File: src/hdl/cdau_pkg.sv
package cdau_pkg;

    localparam int COMPONENT_BITS_DEF   = 16;
    localparam int UV_FRACTION_BITS_DEF = 16;

    typedef enum logic [1:0] {
        AXIS_X = 2'd0,
        AXIS_Y = 2'd1,
        AXIS_Z = 2'd2
    } axis_t;

    typedef enum logic [2:0] {
        FACE_POS_X = 3'd0,
        FACE_NEG_X = 3'd1,
        FACE_POS_Y = 3'd2,
        FACE_NEG_Y = 3'd3,
        FACE_POS_Z = 3'd4,
        FACE_NEG_Z = 3'd5
    } face_t;

    // per-face: component and sign for u and v, atlas column and row
    typedef struct packed {
        axis_t      u_axis;
        logic       u_neg;
        axis_t      v_axis;
        logic       v_neg;
        logic [1:0] col;
        logic       row;
    } rule_t;

    // control that travels with each beat down the cell chain
    typedef struct packed {
        logic  valid;
        face_t face;
        logic  vres;
    } ctrl_t;

    localparam ctrl_t CTRL_IDLE = '{valid: 1'b0, face: FACE_POS_X, vres: 1'b0};

    function automatic rule_t face_rule(input face_t f);
        rule_t r;
        unique case (f)
            FACE_POS_X: r = '{u_axis: AXIS_Z, u_neg: 1'b0, v_axis: AXIS_Y, v_neg: 1'b1,
                              col: 2'd1, row: 1'b0};
            FACE_NEG_X: r = '{u_axis: AXIS_Z, u_neg: 1'b1, v_axis: AXIS_Y, v_neg: 1'b1,
                              col: 2'd0, row: 1'b0};
            FACE_POS_Y: r = '{u_axis: AXIS_X, u_neg: 1'b1, v_axis: AXIS_Z, v_neg: 1'b0,
                              col: 2'd2, row: 1'b0};
            FACE_NEG_Y: r = '{u_axis: AXIS_X, u_neg: 1'b1, v_axis: AXIS_Z, v_neg: 1'b1,
                              col: 2'd0, row: 1'b1};
            FACE_POS_Z: r = '{u_axis: AXIS_X, u_neg: 1'b1, v_axis: AXIS_Y, v_neg: 1'b1,
                              col: 2'd1, row: 1'b1};
            FACE_NEG_Z: r = '{u_axis: AXIS_X, u_neg: 1'b0, v_axis: AXIS_Y, v_neg: 1'b1,
                              col: 2'd2, row: 1'b1};
            default:    r = '{u_axis: AXIS_X, u_neg: 1'b0, v_axis: AXIS_X, v_neg: 1'b0,
                              col: 2'd0, row: 1'b0};
        endcase
        return r;
    endfunction

endpackage

File: src/hdl/cube_direction_to_atlas_uv_unit.sv
// Cube-map direction to 3x2 atlas coordinate.
//
// Input channel (s_valid/s_ready): one beat carries a signed direction
// s_dir_x/y/z. Result channel (m_valid/m_ready): one beat per input beat,
// in order, with m_atlas_u/m_atlas_v (unsigned fractions, 2^UV_FRACTION_BITS
// is 1.0), m_face (0 +X, 1 -X, 2 +Y, 3 -Y, 4 +Z, 5 -Z) and m_valid_res, which
// is 0 for the zero vector; the other fields are then 0.
//
// Pipeline: one front stage (magnitude, face pick, numerators), one cell per
// quotient bit of the two restoring dividers (UV_FRACTION_BITS + 2 cells),
// and the rounding/output register. Throughput: one beat per cycle while
// m_ready does not stall the chain.
//
// Every stage holds its beat until the next stage has room, so a stall on
// m_ready fills bubbles upstream first; s_ready drops only when the whole
// chain is full. Reset (aresetn low, synchronous) empties the chain; no
// results are pending afterwards.
module cube_direction_to_atlas_uv_unit
    import cdau_pkg::*;
#(
    parameter int COMPONENT_BITS   = COMPONENT_BITS_DEF,
    parameter int UV_FRACTION_BITS = UV_FRACTION_BITS_DEF
) (
    input  logic                      aclk,
    input  logic                      aresetn,
    input  logic                      s_valid,
    output logic                      s_ready,
    input  logic [COMPONENT_BITS-1:0] s_dir_x,
    input  logic [COMPONENT_BITS-1:0] s_dir_y,
    input  logic [COMPONENT_BITS-1:0] s_dir_z,
    output logic                      m_valid,
    input  logic                      m_ready,
    output logic [UV_FRACTION_BITS:0] m_atlas_u,
    output logic [UV_FRACTION_BITS:0] m_atlas_v,
    output logic [2:0]                m_face,
    output logic                      m_valid_res
);

    // denominators are 6m and 4m, m <= 2^(COMPONENT_BITS-1)
    localparam int DW    = COMPONENT_BITS + 2;
    localparam int RW    = DW + 1;
    localparam int QW    = UV_FRACTION_BITS + 2;
    localparam int NCELL = QW;
    localparam logic [UV_FRACTION_BITS:0] UV_HALF = (UV_FRACTION_BITS + 1)'(1)
                                                    << (UV_FRACTION_BITS - 1);
    localparam logic [UV_FRACTION_BITS:0] UV_ONE  = (UV_FRACTION_BITS + 1)'(1)
                                                    << UV_FRACTION_BITS;

    // chain links: index 0 is the front stage output, NCELL the last cell
    ctrl_t         ctrl_c  [NCELL+1];
    logic          ready_c [NCELL+1];
    logic [RW-1:0] ru_c    [NCELL+1];
    logic [RW-1:0] rv_c    [NCELL+1];
    logic [DW-1:0] du_c    [NCELL+1];
    logic [DW-1:0] dv_c    [NCELL+1];
    logic [QW-1:0] qu_c    [NCELL+1];
    logic [QW-1:0] qv_c    [NCELL+1];
    face_t         face_out;

    cdau_front #(
        .COMPONENT_BITS(COMPONENT_BITS),
        .DW            (DW),
        .RW            (RW)
    ) u_front (
        .aclk    (aclk),
        .aresetn (aresetn),
        .valid_i (s_valid),
        .ready_o (s_ready),
        .dir_x_i (s_dir_x),
        .dir_y_i (s_dir_y),
        .dir_z_i (s_dir_z),
        .ready_i (ready_c[0]),
        .ctrl_o  (ctrl_c[0]),
        .ru_o    (ru_c[0]),
        .rv_o    (rv_c[0]),
        .du_o    (du_c[0]),
        .dv_o    (dv_c[0])
    );

    assign qu_c[0] = '0;
    assign qv_c[0] = '0;

    // one cell per quotient bit, MSB first
    for (genvar i = 0; i < NCELL; i++) begin : g_cell
        cdau_cell #(
            .DW(DW),
            .RW(RW),
            .QW(QW)
        ) u_cell (
            .aclk    (aclk),
            .aresetn (aresetn),
            .ctrl_i  (ctrl_c[i]),
            .ready_o (ready_c[i]),
            .ru_i    (ru_c[i]),
            .rv_i    (rv_c[i]),
            .du_i    (du_c[i]),
            .dv_i    (dv_c[i]),
            .qu_i    (qu_c[i]),
            .qv_i    (qv_c[i]),
            .ctrl_o  (ctrl_c[i+1]),
            .ready_i (ready_c[i+1]),
            .ru_o    (ru_c[i+1]),
            .rv_o    (rv_c[i+1]),
            .du_o    (du_c[i+1]),
            .dv_o    (dv_c[i+1]),
            .qu_o    (qu_c[i+1]),
            .qv_o    (qv_c[i+1])
        );
    end

    // final remainders and divisors are spent; only the quotients go on
    cdau_out #(
        .UV_FRACTION_BITS(UV_FRACTION_BITS),
        .QW              (QW)
    ) u_out (
        .aclk      (aclk),
        .aresetn   (aresetn),
        .ctrl_i    (ctrl_c[NCELL]),
        .ready_o   (ready_c[NCELL]),
        .qu_i      (qu_c[NCELL]),
        .qv_i      (qv_c[NCELL]),
        .ready_i   (m_ready),
        .valid_o   (m_valid),
        .atlas_u_o (m_atlas_u),
        .atlas_v_o (m_atlas_v),
        .face_o    (face_out),
        .vres_o    (m_valid_res)
    );

    assign m_face = face_out;

`ifndef ASSERT_OFF
    // reset empties the whole chain
    a_reset_empty: assert property (@(posedge aclk)
        !aresetn |=> !m_valid)
        else $error("result valid right after reset");

    // zero vector yields all-zero fields
    a_zero_fields: assert property (@(posedge aclk) disable iff (!aresetn)
        (m_valid && !m_valid_res) |->
            (m_atlas_u == '0 && m_atlas_v == '0 && face_out == FACE_POS_X))
        else $error("zero vector with nonzero result fields");

    // coordinates never exceed 1.0
    a_uv_range: assert property (@(posedge aclk) disable iff (!aresetn)
        m_valid |-> (m_atlas_u <= UV_ONE && m_atlas_v <= UV_ONE))
        else $error("atlas coordinate above 1.0");

    // top row faces land in the upper half of v, bottom row in the lower half
    a_row_top: assert property (@(posedge aclk) disable iff (!aresetn)
        (m_valid && m_valid_res && (face_out == FACE_POS_X || face_out == FACE_NEG_X ||
                                    face_out == FACE_POS_Y)) |-> (m_atlas_v >= UV_HALF))
        else $error("top-row face with v below one half");

    a_row_bottom: assert property (@(posedge aclk) disable iff (!aresetn)
        (m_valid && m_valid_res && (face_out == FACE_NEG_Y || face_out == FACE_POS_Z ||
                                    face_out == FACE_NEG_Z)) |-> (m_atlas_v <= UV_HALF))
        else $error("bottom-row face with v above one half");
`endif

endmodule

File: src/hdl/cdau_front.sv
module cdau_front
    import cdau_pkg::*;
#(
    parameter int COMPONENT_BITS = COMPONENT_BITS_DEF,
    parameter int DW             = COMPONENT_BITS_DEF + 2,
    parameter int RW             = COMPONENT_BITS_DEF + 3
) (
    input  logic                      aclk,
    input  logic                      aresetn,
    input  logic                      valid_i,
    output logic                      ready_o,
    input  logic [COMPONENT_BITS-1:0] dir_x_i,
    input  logic [COMPONENT_BITS-1:0] dir_y_i,
    input  logic [COMPONENT_BITS-1:0] dir_z_i,
    input  logic                      ready_i,
    output ctrl_t                     ctrl_o,
    output logic [RW-1:0]             ru_o,
    output logic [RW-1:0]             rv_o,
    output logic [DW-1:0]             du_o,
    output logic [DW-1:0]             dv_o
);

    localparam int CW = COMPONENT_BITS;

    logic [CW-1:0]        mag_x, mag_y, mag_z, mag_m;
    axis_t                axis;
    logic                 neg;
    face_t                face;
    rule_t                rule;
    logic signed [CW-1:0] comp_u, comp_v;
    logic signed [DW-1:0] m_s, nu_s, nv_s;
    logic [DW-1:0]        two_m, four_m, un, vn;
    logic                 nonzero;

    ctrl_t         ctrl_reg, ctrl_next;
    logic [RW-1:0] ru_reg, rv_reg;
    logic [DW-1:0] du_reg, dv_reg;

    function automatic logic [CW-1:0] abs_val(input logic [CW-1:0] c);
        return c[CW-1] ? (~c + CW'(1)) : c;
    endfunction

    function automatic logic signed [CW-1:0] pick(input axis_t a,
                                                  input logic [CW-1:0] x,
                                                  input logic [CW-1:0] y,
                                                  input logic [CW-1:0] z);
        logic [CW-1:0] r;
        unique case (a)
            AXIS_X:  r = x;
            AXIS_Y:  r = y;
            AXIS_Z:  r = z;
            default: r = x;
        endcase
        return signed'(r);
    endfunction

    always_comb begin
        mag_x   = abs_val(dir_x_i);
        mag_y   = abs_val(dir_y_i);
        mag_z   = abs_val(dir_z_i);
        nonzero = (dir_x_i != '0) || (dir_y_i != '0) || (dir_z_i != '0);

        // ties: X over Y over Z
        if (mag_x >= mag_y && mag_x >= mag_z) begin
            axis = AXIS_X;
        end else if (mag_y >= mag_z) begin
            axis = AXIS_Y;
        end else begin
            axis = AXIS_Z;
        end
        mag_m = (axis == AXIS_X) ? mag_x : ((axis == AXIS_Y) ? mag_y : mag_z);
        neg   = pick(axis, dir_x_i, dir_y_i, dir_z_i) < 0;
        face  = face_t'({axis, neg});
        rule  = face_rule(face);

        comp_u = pick(rule.u_axis, dir_x_i, dir_y_i, dir_z_i);
        comp_v = pick(rule.v_axis, dir_x_i, dir_y_i, dir_z_i);
        m_s    = signed'(DW'(mag_m));
        nu_s   = rule.u_neg ? (m_s - DW'(comp_u)) : (m_s + DW'(comp_u));
        nv_s   = rule.v_neg ? (m_s - DW'(comp_v)) : (m_s + DW'(comp_v));

        two_m  = {1'b0, mag_m, 1'b0};
        four_m = {mag_m, 2'b00};

        case (rule.col)
            2'd1:    un = unsigned'(nu_s) + two_m;
            2'd2:    un = unsigned'(nu_s) + four_m;
            default: un = unsigned'(nu_s);
        endcase
        vn = four_m - unsigned'(nv_s) - (rule.row ? two_m : '0);

        ctrl_next = '{valid: valid_i, face: nonzero ? face : FACE_POS_X, vres: nonzero};
    end

    assign ready_o = !ctrl_reg.valid || ready_i;

    always_ff @(posedge aclk) begin
        if (!aresetn) begin
            ctrl_reg <= CTRL_IDLE;
        end else if (ready_o) begin
            ctrl_reg <= ctrl_next;
        end
    end

    always_ff @(posedge aclk) begin
        if (ready_o && valid_i) begin
            ru_reg <= RW'(un);
            rv_reg <= RW'(vn);
            du_reg <= two_m + four_m;
            dv_reg <= four_m;
        end
    end

    assign ctrl_o = ctrl_reg;
    assign ru_o   = ru_reg;
    assign rv_o   = rv_reg;
    assign du_o   = du_reg;
    assign dv_o   = dv_reg;

endmodule

File: src/hdl/cdau_cell.sv
module cdau_cell
    import cdau_pkg::*;
#(
    parameter int DW = COMPONENT_BITS_DEF + 2,
    parameter int RW = COMPONENT_BITS_DEF + 3,
    parameter int QW = UV_FRACTION_BITS_DEF + 2
) (
    input  logic          aclk,
    input  logic          aresetn,
    input  ctrl_t         ctrl_i,
    output logic          ready_o,
    input  logic [RW-1:0] ru_i,
    input  logic [RW-1:0] rv_i,
    input  logic [DW-1:0] du_i,
    input  logic [DW-1:0] dv_i,
    input  logic [QW-1:0] qu_i,
    input  logic [QW-1:0] qv_i,
    output ctrl_t         ctrl_o,
    input  logic          ready_i,
    output logic [RW-1:0] ru_o,
    output logic [RW-1:0] rv_o,
    output logic [DW-1:0] du_o,
    output logic [DW-1:0] dv_o,
    output logic [QW-1:0] qu_o,
    output logic [QW-1:0] qv_o
);

    // one restoring step per lane: compare, subtract, shift left
    logic          ge_u, ge_v;
    logic [RW-1:0] ru_d, rv_d, ru_next, rv_next;

    ctrl_t         ctrl_reg;
    logic [RW-1:0] ru_reg, rv_reg;
    logic [DW-1:0] du_reg, dv_reg;
    logic [QW-1:0] qu_reg, qv_reg;

    always_comb begin
        ge_u    = ru_i >= RW'(du_i);
        ge_v    = rv_i >= RW'(dv_i);
        ru_d    = ge_u ? (ru_i - RW'(du_i)) : ru_i;
        rv_d    = ge_v ? (rv_i - RW'(dv_i)) : rv_i;
        ru_next = {ru_d[RW-2:0], 1'b0};
        rv_next = {rv_d[RW-2:0], 1'b0};
    end

    assign ready_o = !ctrl_reg.valid || ready_i;

    always_ff @(posedge aclk) begin
        if (!aresetn) begin
            ctrl_reg <= CTRL_IDLE;
        end else if (ready_o) begin
            ctrl_reg <= ctrl_i;
        end
    end

    always_ff @(posedge aclk) begin
        if (ready_o && ctrl_i.valid) begin
            ru_reg <= ru_next;
            rv_reg <= rv_next;
            du_reg <= du_i;
            dv_reg <= dv_i;
            qu_reg <= {qu_i[QW-2:0], ge_u};
            qv_reg <= {qv_i[QW-2:0], ge_v};
        end
    end

    assign ctrl_o = ctrl_reg;
    assign ru_o   = ru_reg;
    assign rv_o   = rv_reg;
    assign du_o   = du_reg;
    assign dv_o   = dv_reg;
    assign qu_o   = qu_reg;
    assign qv_o   = qv_reg;

endmodule

File: src/hdl/cdau_out.sv
module cdau_out
    import cdau_pkg::*;
#(
    parameter int UV_FRACTION_BITS = UV_FRACTION_BITS_DEF,
    parameter int QW               = UV_FRACTION_BITS_DEF + 2
) (
    input  logic                        aclk,
    input  logic                        aresetn,
    input  ctrl_t                       ctrl_i,
    output logic                        ready_o,
    input  logic [QW-1:0]               qu_i,
    input  logic [QW-1:0]               qv_i,
    input  logic                        ready_i,
    output logic                        valid_o,
    output logic [UV_FRACTION_BITS:0]   atlas_u_o,
    output logic [UV_FRACTION_BITS:0]   atlas_v_o,
    output face_t                       face_o,
    output logic                        vres_o
);

    // quotient carries one extra bit; (q + 1) >> 1 rounds half up
    logic [QW:0]               sum_u, sum_v;
    logic [UV_FRACTION_BITS:0] u_next, v_next;

    ctrl_t                     ctrl_reg;
    logic [UV_FRACTION_BITS:0] u_reg, v_reg;

    always_comb begin
        sum_u  = {1'b0, qu_i} + (QW + 1)'(1);
        sum_v  = {1'b0, qv_i} + (QW + 1)'(1);
        u_next = ctrl_i.vres ? sum_u[QW-1:1] : '0;
        v_next = ctrl_i.vres ? sum_v[QW-1:1] : '0;
    end

    assign ready_o = !ctrl_reg.valid || ready_i;

    always_ff @(posedge aclk) begin
        if (!aresetn) begin
            ctrl_reg <= CTRL_IDLE;
        end else if (ready_o) begin
            ctrl_reg <= ctrl_i;
        end
    end

    always_ff @(posedge aclk) begin
        if (ready_o && ctrl_i.valid) begin
            u_reg <= u_next;
            v_reg <= v_next;
        end
    end

    assign valid_o   = ctrl_reg.valid;
    assign atlas_u_o = u_reg;
    assign atlas_v_o = v_reg;
    assign face_o    = ctrl_reg.face;
    assign vres_o    = ctrl_reg.vres;

endmodule
File: config.mk
export PLATFORM = sky130hd
export DESIGN_NAME = cube_direction_to_atlas_uv_unit
export DESIGN_NICKNAME = d
export VERILOG_FILES = /design/src/hdl/cdau_pkg.sv /design/src/hdl/cube_direction_to_atlas_uv_unit.sv /design/src/hdl/cdau_front.sv /design/src/hdl/cdau_cell.sv /design/src/hdl/cdau_out.sv
export SDC_FILE = /design/constraint.sdc
export NUM_CORES = 2
export LEC_CHECK = 0
export ABC_AREA = 1
export BUFFER_PORTS_ARGS = -buffer_cell sky130_fd_sc_hd__buf_2
export CAP_MARGIN = 20
export CORE_ASPECT_RATIO = 0.8
export CORE_MARGIN = 1.5
export CORE_UTILIZATION = 65
export DETAILED_ROUTE_END_ITERATION = 10
export PLACE_DENSITY_LB_ADDON = 0.08
export SLEW_MARGIN = 20
export SYNTH_ARGS = -nofsm -noshare
export SYNTH_HDL_FRONTEND = slang
export SYNTH_SLANG_ARGS = --single-unit
File: constraint.sdc
create_clock -name aclk -period 16 [get_ports aclk]
set_clock_uncertainty 0.1 [all_clocks]
set_input_delay 3.2 -clock aclk [delete_from_list [all_inputs] [get_ports aclk]]
set_output_delay 3.2 -clock aclk [all_outputs]
set_load 0.02 [all_outputs]
==> run metrics <==
Data arrival, critical path 13080 ps; PD cells 138.1 nW/um2; Top FF cell, synth edfxtp_1; pre-CTS WS 2987 ps; area of the multi-input gates 35230 um2; die width 416.3 um; Post-Syn Instances 8587; vias in the first global route 59067; Slew headroom 26.76%; io pins 92; largest net degree at the start of global routing 75; WL per Instance 19.12 um; RSZ-0062 raised after global routing false; CP Launch Type input pin; Tmin final 12490 ps; Skew-Pair Late Insertion Delay 820 ps; layout cells sized above 1 5.023%; period utilisation layout 78.08%; Fill cells 9633; slowest CP cell nor2_1; Fin Setup TNS 0 ps; Routed Antenna Nets 0; WS Path Type input pin to flip-flop; register area share after synthesis 54.75%; Netlist cell types 56; Post-CTS Hold Buffers 0; number of port buffers 91; initial antenna violation count 5; Slew @ Worst Pin 1099 ps; met3 Usage GRT 4.378%; clk sinks 1653; die area 138900 um2; Most Frequent Cell on Critical Path nand2_1; vias 61094; cts repair resizes 0; Mean Syn Cell Area 10.35 um2; highest clock rate 80.05 MHz; cell family with most CP delay simple AND/OR/NAND/NOR gates; CTS tree built; Storage cell area 48640 um2; # rows 121; hpwl dp 154.6 mm; busiest grt layer met2; CTS clk-pin slew, worst paths 60 ps; met1 Usage GRT 42.03%; Max clock buf depth 3; first-pass GRT wire length 320.5 mm; root cell of the clock tree clkbuf_16; synthesis-stage register bit count 1653; VDD IR max 282.9 uV; critical-path maximum fanout 30; commonest non-fill, non-tap cell in the layout edfxtp_1; grt total ovfl 0; commonest cells after routing, fill and taps aside edfxtp_1 (1553), inv_1 (1183), nand2_1 (1130); final hold vios 0; Slowest Stage Delay on Critical Path 570 ps; Net count, final 9583; Die H 333.7 um; H-tree levels 4; fin. max-slew vios 0; post-CTS setup buffer count 0; Pwr Total 0.01332 W; Routed WL 203.5 mm; Reg2Reg Setup Slack 10780 ps; Worst Slack Setup Final 3508 ps; Synth warnings 0; syn nets 9436; # diodes 0; Leak 39.96 nW; GR Util met2 46.91%; Final setup viols 0; drt pass-1 iters 6; status complete, no violations; dpl cell area 91400 um2; mapped cell area 88830 um2; Min-Delay Path Class flip-flop to flip-flop; Post-synth EDFFs 1553; Std-Cell Core Area 135800 um2; GP Congestion 0.9569; via/cell ratio 5.740; CTS buffer count 157; Bufs and invs on worst path 6; Design Area, Final 96480 um2; Crit. End Element flip-flop; Initial Utilization 65.41%; max-cap violations 0; fraction of registers with async set/reset 0%; DRC Markers 0; Worst EP required 16590 ps; DRT iter0 DRCs 5570; area grow syn2layout 8.610%; total global-route track usage 29.39%
## final cells by class
class	count	share of cell area, %
Sequential cell	1653	50.41
Multi-Input combinational cell	5581	36.52
Inverter	1204	4.694
Clock buffer	182	4.169
Tap cell	1783	2.312
Clock inverter	103	1.058
Timing Repair Buffer	137	0.8377
## state kept, by name (all words and copies together) (netlist names), 17 cells and up
register and flops:
g_cell.u_cell.ctrl_o 90, g_cell.u_cell.du_o 272, g_cell.u_cell.dv_o 272, g_cell.u_cell.qu_o 171
g_cell.u_cell.qv_o 171, g_cell.u_cell.ru_o 290, g_cell.u_cell.rv_o 275, u_front.ru_o 18
u_front.rv_o 18, u_out.atlas_u_o 17, u_out.atlas_v_o 17
## cells by family after synthesis
| group | after synthesis | share of synthesized area, % |
|---|---|---|
| compound gates | 1901 | 11.44 |
| xor+xnor | 569 | 5.610 |
| fa+ha+maj | 797 | 11.69 |
| buf+inv | 1353 | 5.723 |
| flops | 1653 | 54.75 |
| mux | 2 | 0.02535 |
| simple gates | 2312 | 10.76 |
## cell usage after synthesis (40+ instances only)
master	count	area (um2)
a21oi_1	993	4970
clkbuf_1	140	525.5
dfxtp_1	100	2002
edfxtp_1	1553	46630
fa_1	55	1101
ha_1	742	9284
inv_1	1192	4474
nand2_1	1140	4279
nand3_1	235	1176
nand4_1	50	312.8
nor2_1	736	2763
nor3_1	78	390.4
o21a_1	40	300.3
o21ai_0	648	3243
o21bai_1	71	533.0
xnor2_1	261	2286
xor2_1	308	2698
## power breakdown
part | leakage (nW) | internal (W) | total (W) | switching (W)
Sequential | 14.9 | 0.00507 | 0.00518 | 0.000112
Combinational | 22.6 | 0.00166 | 0.00448 | 0.00282
Clock | 2.44 | 0.00202 | 0.00366 | 0.00164
## final timing paths
kind,from,to,cells past startpoint
hold / removal,g_cell[13].u_cell.qv_o[4],g_cell[14].u_cell.qv_o[5],0
setup reg to reg,u_out.valid_o,u_front.dv_o[13],28
setup / recovery,s_dir_z[0],u_front.rv_o[17],49
hold reg to reg,g_cell[13].u_cell.qv_o[4],g_cell[14].u_cell.qv_o[5],0
## routing by layer
layer  routed length [um]  share of wire, %  vias to the layer above
met3                12690               6.2                      310
met4                 5024               2.5                        6
met1                92480                45                    28997
met5                   42             0.021                        -
met2                93260                46                     1810
li1                     -                 -                    29971
## stage by stage
stage / utilization (%) / hold WS (ps) / cells
after floorplan: - / 300.3 / 8587
after global placement: 67.30 / 300.2 / 10357
after detailed placement: 67.30 / 304.5 / 10357
after CTS: 71.02 / 294.4 / 10642
after global routing: 71.05 / 310.8 / 10643
final: 71.05 / 294.1 / 10643
No activity file was read; power rests on OpenSTA's default activity.
